`src/hw/rtl/tch_pkg.sv`:
```
// tch_pkg: shared types and constants of the tilt-compensated heading unit
`default_nettype none

package tch_pkg;

	localparam int FIELD_W      = 16;
	localparam int CFG_INDEX_W  = 2;
	localparam int HW           = 51;
	localparam int MAG_W        = 50;
	localparam int NORM_W       = 41;
	localparam int XW           = 45;
	localparam int ZW           = 27;
	localparam int ANG_W        = 14;
	localparam int ANGLE_FRAC   = 12;
	localparam int CORDIC_STEPS = 24;

	localparam logic [CFG_INDEX_W-1:0] REG_OFFSET_X = CFG_INDEX_W'(0);
	localparam logic [CFG_INDEX_W-1:0] REG_OFFSET_Y = CFG_INDEX_W'(1);
	localparam logic [CFG_INDEX_W-1:0] REG_OFFSET_Z = CFG_INDEX_W'(2);

	localparam logic signed [ZW-1:0] QUARTER_TURN = ZW'(36864000);
	localparam logic signed [ZW-1:0] ROUND_HALF   = ZW'(2048);
	localparam logic signed [FIELD_W-1:0] HALF_TURN_CD = FIELD_W'(18000);

	// atan(2^-i) in 1/4096 centidegree
	localparam logic signed [ZW-1:0] ATAN_TABLE [CORDIC_STEPS] = '{
		ZW'(18432000), ZW'(10881045), ZW'(5749245), ZW'(2918407),
		ZW'(1464867), ZW'(733147), ZW'(366663), ZW'(183343),
		ZW'(91673), ZW'(45837), ZW'(22918), ZW'(11459),
		ZW'(5730), ZW'(2865), ZW'(1432), ZW'(716),
		ZW'(358), ZW'(179), ZW'(90), ZW'(45),
		ZW'(22), ZW'(11), ZW'(6), ZW'(3)
	};

	typedef struct packed {
		logic signed [FIELD_W-1:0] mag_x;
		logic signed [FIELD_W-1:0] mag_y;
		logic signed [FIELD_W-1:0] mag_z;
		logic signed [FIELD_W-1:0] acc_x;
		logic signed [FIELD_W-1:0] acc_y;
		logic signed [FIELD_W-1:0] acc_z;
	} sample_t;

	typedef struct packed {
		logic signed [FIELD_W-1:0] x;
		logic signed [FIELD_W-1:0] y;
		logic signed [FIELD_W-1:0] z;
	} offsets_t;

	typedef struct packed {
		logic accel_zero;
		logic h_zero;
		logic neg_x;
		logic neg_y;
	} flags_t;

	typedef struct packed {
		logic                 valid;
		logic                 accel_zero;
		logic signed [HW-1:0] hx;
		logic signed [HW-1:0] hy;
	} front_t;

	typedef struct packed {
		logic              valid;
		flags_t            flags;
		logic [NORM_W-1:0] cx;
		logic [NORM_W-1:0] sy;
	} norm_t;

	typedef struct packed {
		logic                      valid;
		logic                      accel_zero;
		logic signed [FIELD_W-1:0] heading;
	} result_t;

endpackage

`default_nettype wire

```
`src/hw/rtl/tch_norm.sv`:
```
// tch_norm: magnitudes, sign and zero flags and normalizing shift ahead of the cordic
`default_nettype none

module tch_norm (
	input  logic             clk,
	input  logic             arst_n,
	input  logic             en,
	input  tch_pkg::front_t  in,
	output tch_pkg::norm_t   out
);

	localparam int HW    = tch_pkg::HW;
	localparam int MAG_W = tch_pkg::MAG_W;
	localparam int NW    = tch_pkg::NORM_W;

	typedef struct packed {
		logic [MAG_W-1:0] big;
		logic [MAG_W-1:0] cx;
		logic [MAG_W-1:0] sy;
	} nrm_t;

	function automatic nrm_t nstep(input nrm_t a, input int k);
		nrm_t r;
		r = a;
		if ((a.big >> (MAG_W - k)) == '0) begin
			r.big = a.big << k;
			r.cx  = a.cx << k;
			r.sy  = a.sy << k;
		end
		return r;
	endfunction

	logic signed [HW-1:0] hx_abs, hy_abs;
	logic                 v_s1, v_s2, v_s3, v_s4;
	tch_pkg::flags_t      f_s1, f_s2, f_s3, f_s4;
	logic [MAG_W-1:0]     cx_s1, sy_s1;
	nrm_t                 w_s2, w_s3, w_s4;
	nrm_t                 step3, step4;

	always_comb begin
		hx_abs = in.hx[HW-1] ? -in.hx : in.hx;
		hy_abs = in.hy[HW-1] ? -in.hy : in.hy;
		step3  = nstep(nstep(nstep(w_s2, 32), 16), 8);
		step4  = nstep(nstep(nstep(w_s3, 4), 2), 1);
	end

	always_ff @(posedge clk or negedge arst_n) begin
		if (!arst_n) begin
			v_s1 <= 1'b0;
			v_s2 <= 1'b0;
			v_s3 <= 1'b0;
			v_s4 <= 1'b0;
		end else if (en) begin
			v_s1 <= in.valid;
			v_s2 <= v_s1;
			v_s3 <= v_s2;
			v_s4 <= v_s3;
		end
	end

	always_ff @(posedge clk) begin
		if (en) begin
			cx_s1           <= hy_abs[MAG_W-1:0];
			sy_s1           <= hx_abs[MAG_W-1:0];
			f_s1.accel_zero <= in.accel_zero;
			f_s1.h_zero     <= (in.hx == '0) && (in.hy == '0);
			f_s1.neg_x      <= in.hx[HW-1];
			f_s1.neg_y      <= in.hy[HW-1];

			w_s2.big        <= (cx_s1 > sy_s1) ? cx_s1 : sy_s1;
			w_s2.cx         <= cx_s1;
			w_s2.sy         <= sy_s1;
			f_s2            <= f_s1;

			w_s3            <= step3;
			f_s3            <= f_s2;

			w_s4            <= step4;
			f_s4            <= f_s3;
		end
	end

	assign out.valid = v_s4;
	assign out.flags = f_s4;
	assign out.cx    = w_s4.cx[MAG_W-1 -: NW];
	assign out.sy    = w_s4.sy[MAG_W-1 -: NW];

endmodule

`default_nettype wire

```
`config.mk`:
```
export PLATFORM = sky130hd
export DESIGN_NAME = tch_norm
export DESIGN_NICKNAME = d
export VERILOG_FILES = /design/src/hw/rtl/tch_pkg.sv /design/src/hw/rtl/tch_norm.sv
export SDC_FILE = /design/constraint.sdc
export NUM_CORES = 1
export LEC_CHECK = 0
export BUFFER_PORTS_ARGS = -buffer_cell sky130_fd_sc_hd__buf_2
export CELL_PAD_IN_SITES_DETAIL_PLACEMENT = 1
export CELL_PAD_IN_SITES_GLOBAL_PLACEMENT = 1
export CORE_MARGIN = 2
export CORE_UTILIZATION = 50
export CTS_BUF_LIST = sky130_fd_sc_hd__clkbuf_16
export CTS_CLUSTER_SIZE = 25
export DETAILED_ROUTE_END_ITERATION = 8
export HOLD_SLACK_MARGIN = 0.02
export PLACE_DENSITY_LB_ADDON = 0.1
export SLEW_MARGIN = 20
export SYNTH_ARGS = -nofsm -noshare
export SYNTH_HDL_FRONTEND = slang
export SYNTH_SLANG_ARGS = --single-unit
```
`constraint.sdc`:
```
create_clock -name clk -period 3.64 [get_ports clk]
set_input_delay 0.364 -clock clk [delete_from_list [all_inputs] [get_ports clk]]
set_output_delay 0.364 -clock clk [all_outputs]
set_load 0.1 [all_outputs]
```
==> Word level (Yosys, flattened, before mapping) <==
Cells that the tools add are included.
{ "totals": {"in_bits": 107, "regBits": 518, "out_inout_bits": 87} }
{ "classes": {"n_mux": 9, "n_lt_le_gt_ge": 1, "reduce_logical": 9, "n_addsub": 2} }
{ "op_table": {"columns": ["operator", "n"], "rows": [
  ["$mux 150", 5],
  ["$logic_not 50->1", 6],
  ["$mux 50", 3],
  ["$logic_not 51->1", 2],
  ["$mux 100", 1],
  ["$neg 50->50", 2],
  ["$gt 50x50->1", 1],
  ["$logic_and 1x1->1", 1]
]} }

==> Depth between registers and ports, before layout <==
{ "depth": {"depth_word": 6, "depth_mapped": 10, "depth_no_buf": 9} }

==> Worst setup path after synthesis <==
OpenSTA, ideal clock, no wires.
{ "synth_path": {"path_type": "reg2reg", "start": "register cx_s1[25]", "end": "register w_s2[100] (netlist bit) (data pin)", "path_slack_ns": 0.543, "required_ns": 3.380, "synth_period_minus_slack_ns": 3.097, "arrival_time_ns": 2.837, "stages_incl_launch_ff": 10, "path_buffers": 1, "path_cell_list": "edfxtp_1 ha_1 and4_1 nor4bb_1 a221oi_1 o21ai_0 o21a_1 o41ai_1 clkbuf_1 mux2_2"} }
{ "synth_via": {"elab_chain_len": 2} }
{ "synth_lines": {"columns": ["item", "line", "text"], "rows": [
  ["start: declaration", "tch_norm.sv:36", "logic [MAG_W-1:0] cx_s1, sy_s1;"],
  ["start signal: assignment", "tch_norm.sv:63", "cx_s1 <= hy_abs[MAG_W-1:0];"],
  ["$gt 50x50->1", "tch_norm.sv:70", "w_s2.big <= (cx_s1 > sy_s1) ? cx_s1 : sy_s1;"],
  ["$mux 50", "tch_norm.sv:70", null],
  ["end: declaration", "tch_norm.sv:37", "nrm_t w_s2, w_s3, w_s4;"]
]} }
No other way between the ends.
A chain may end at the register's enable or synchronous reset.

==> Final worst setup path <==
{ "layout_path": {"start": "register cx_s1[7]", "end": "register w_s2[147] (netlist bit) (data pin)"} }
The elaborated chain is that of the path after synthesis.

==> flow_summary.toml <==
[synthesis]
synth.most_common_cell = "edfxtp_1"
synth_top_cell_area_share_pct = 58.5
synth_edf_count = 451
yosysWarningCount = 0
syn_area_sq_um = 23200
synthTopCellsByArea = "edfxtp_1 58%, mux2_2 7.0%, mux2i_1 7.0%"
seq_area_frac_synth_pct = 58.9
synthCells = 1814
ys.flop_type = "edfxtp_1"
ys_seq_elements = 455
yosysTopAreaCell = "edfxtp_1"
syn-num-nets = 1973
synth_commonest_cells = "451 x edfxtp_1, 163 x nand2_1, 161 x mux2i_1"
async_flop_share_pct = 0.879
avgSynthCellArea_sq_um = 12.8
ys_types = 58

[min_path]
hp-class = "in2reg"

[pwr]
seq_power_share_pct = 47.7
power_frac_comb_pct = 20.1
swShare_pct = 31.2
ir_drop_mv = 0.425
leakage_nw = 9.98
internal_power_mw = 10.1
power_frac_clock_pct = 32.3
powerDensity_nw_per_um2 = 551
switching_power_mw = 4.59

[global_routing]
gr-usage-all-layers_pct = 28.6
grt_start_max_net_pins = 87
grt_pass1_wl_um = 103000
antenna_found_initial = 0
gr-total-overflow = 0
grt_pass1_vias = 16400

[die]
core_sq_um = 45600
placementRows = 78
pin_count = 194
die-area_sq_um = 48100
die_x_um = 219
initial_core_util_pct = 50.8
fp.dieH_um = 219

[flow_run]
drv_cap = 0

[layout]
diodes = 0
drive_gt1_share_pct = 23.4
fin_cells = 2651
fin_nets = 2174
fin_util_pct = 58.4
syn2layout_area_growth_pct = 14.9

[sta]
finalHoldViolCount = 0
slew_headroom_pct = 35.2
fin_tns_setup_ns = 0
setup_viol = 0
period_share_pct = 98.8
rsz0062_at_grt = "no"
timing.final.crit_period_ns = 3.60
fin_skew_ns = 0.0114
finalMaxSlewViolations = 0
timing.fmax_ghz = 0.278
worst_slew_pin_slew_ns = 0.948

[clock_network]
clkSinkCount = 455
insertion_delay_ns = 0.60
cts.clk_slew.worst_paths_ns = 0.06
cts_tree = "done"
postCtsSetupBuffers = 0
root_buffer = "clkbuf_16"
cts-htree-levels = 2
cts_made_buffers = 49
clock_path_buffers = 3

[drt]
vias = 16000
ant_nets = 0
firstDrtPassIters = 5
route.detailed.drc = 0
totalWireLength_um = 69000
viasPerCell = 6.05
wl_per_cell_um = 26.0
drt_iter0_markers = 1095

[critical_path]
crit_required_ns = 3.98
critPathArrivalTime_ns = 3.94
end_kind = "flip-flop"
cp-start-kind = "flip-flop"
critPathKind = "reg2reg"
critPathMaxFanout = 50

[outcome]
outcome = "complete, no violations"

[placement]
dp_cells = 2559
place_congestion = 0.943
io_buffers = 193
place_hpwl_um = 52000
what timing repair did:
action,in CTS,in global routing
hold endpoints to repair,8,0
gates resized for setup,0,0
hold buffers,5,0
endpoints found under the setup margin,0,0
final timing paths:
path / start / endpoint / slack [ns] / cells past startpoint
worst max-delay path: cx_s1[7] / w_s2[147] / 0.04 / 9
worst min-delay path: in[77] / sy_s1[26] / 0.07 / 2
worst max register to register: cx_s1[7] / w_s2[147] / 0.04 / 9
worst min register to register: f_s3[1] / out[83] / 0.42 / 0
max in group asynchronous: arst_n / v_s4 / 3.42 / 2
min in group asynchronous: arst_n / v_s1 / 0.09 / 2
registers in the layout, indices dropped and copies added, names as in the netlist:
register,cells
cx_s1,50
f_s1,4
f_s2,4
f_s3,4
out,86
sy_s1,50
v_s1,1
v_s2,1
v_s3,1
v_s4,1
w_s2,150
w_s3,103
power by group through the flow:
stage / sequential, mW / combinational [mW] / clock, mW
2_1_floorplan: 7.72 / 1.27 / 0
3_3_place_gp: 7.08 / 2.84 / 0
3_5_place_dp: 7.10 / 2.92 / 0
4_1_cts: 6.99 / 2.95 / 4.80
5_1_grt: 7.03 / 3.14 / 4.97
6_report: 7.00 / 2.95 / 4.74
cell type report:
cell class	instances	area [sq um]
fill	4595	19000
clock buffer	49	1230
multi-input combinational	1205	8970
clock inverter	38	270
inverter	60	225
sequential	455	13600
tap	600	751
timing repair buffer	244	1530
cell usage in the layout, fill, tap and decap left out, drive strengths merged, types with 7 or more instances in the layout:
| cell | instances |
|---|---|
| or4 | 24 |
| clkinv | 20 |
| buf | 239 |
| nand2 | 164 |
| xnor2 | 96 |
| clkbuf | 49 |
| mux2i | 161 |
| mux2 | 144 |
| nand4 | 11 |
| a21oi | 94 |
| nor2b | 12 |
| edfxtp | 451 |
| o31ai | 30 |
| ha | 52 |
| nand3 | 29 |
| a221oi | 8 |
| nor2 | 81 |
| o22ai | 12 |
| o21ai | 88 |
| nor4 | 21 |
| or3 | 28 |
| or2 | 7 |
| o2bb2ai | 16 |
| a31oi | 12 |
| o41ai | 18 |
| nor3 | 23 |
| a22oi | 12 |
| inv | 73 |
| a211oi | 14 |
cells by family after synthesis:
kind of cell,share of synthesized area [%]
flops,58.9
simple gates,8.78
compound gates,9.20
mux,14.1
buf+inv,2.65
xor+xnor,3.63
fa+ha+maj,2.81
through the flow:
stage	setup WS, ns	power, mW	cell area (sq um)	hold WS, ns
2_1_floorplan	0.543	8.99	23200	0.0684
3_3_place_gp	0.145	9.92	25100	0.171
3_5_place_dp	0.0708	10.0	25100	0.177
4_1_cts	0.0609	14.7	26600	0.0490
5_1_grt	0.0916	15.1	26600	0.0701
6_report	0.0420	14.7	26600	0.0746
metal layers:
layer,vias up,part of all wire (%),global-route usage [%]
met5,-,0,0
met4,0,3.5,10.8
met3,112,4.5,3.30
met2,487,49,49.0
met1,8094,43,37.5
li1,7333,-,-
critical path, cell delays in order, from the launching register on:
cell and delay, ns:
edfxtp_1 0.50, ha_1 0.35, a21o_1 0.16, nand3_1 0.07, a21oi_1 0.08, a2111oi_0 0.84, a21oi_1 0.21, o41ai_2 0.35
buf_12 0.33, mux2_2 0.43
(Power assumes the default switching activity.)
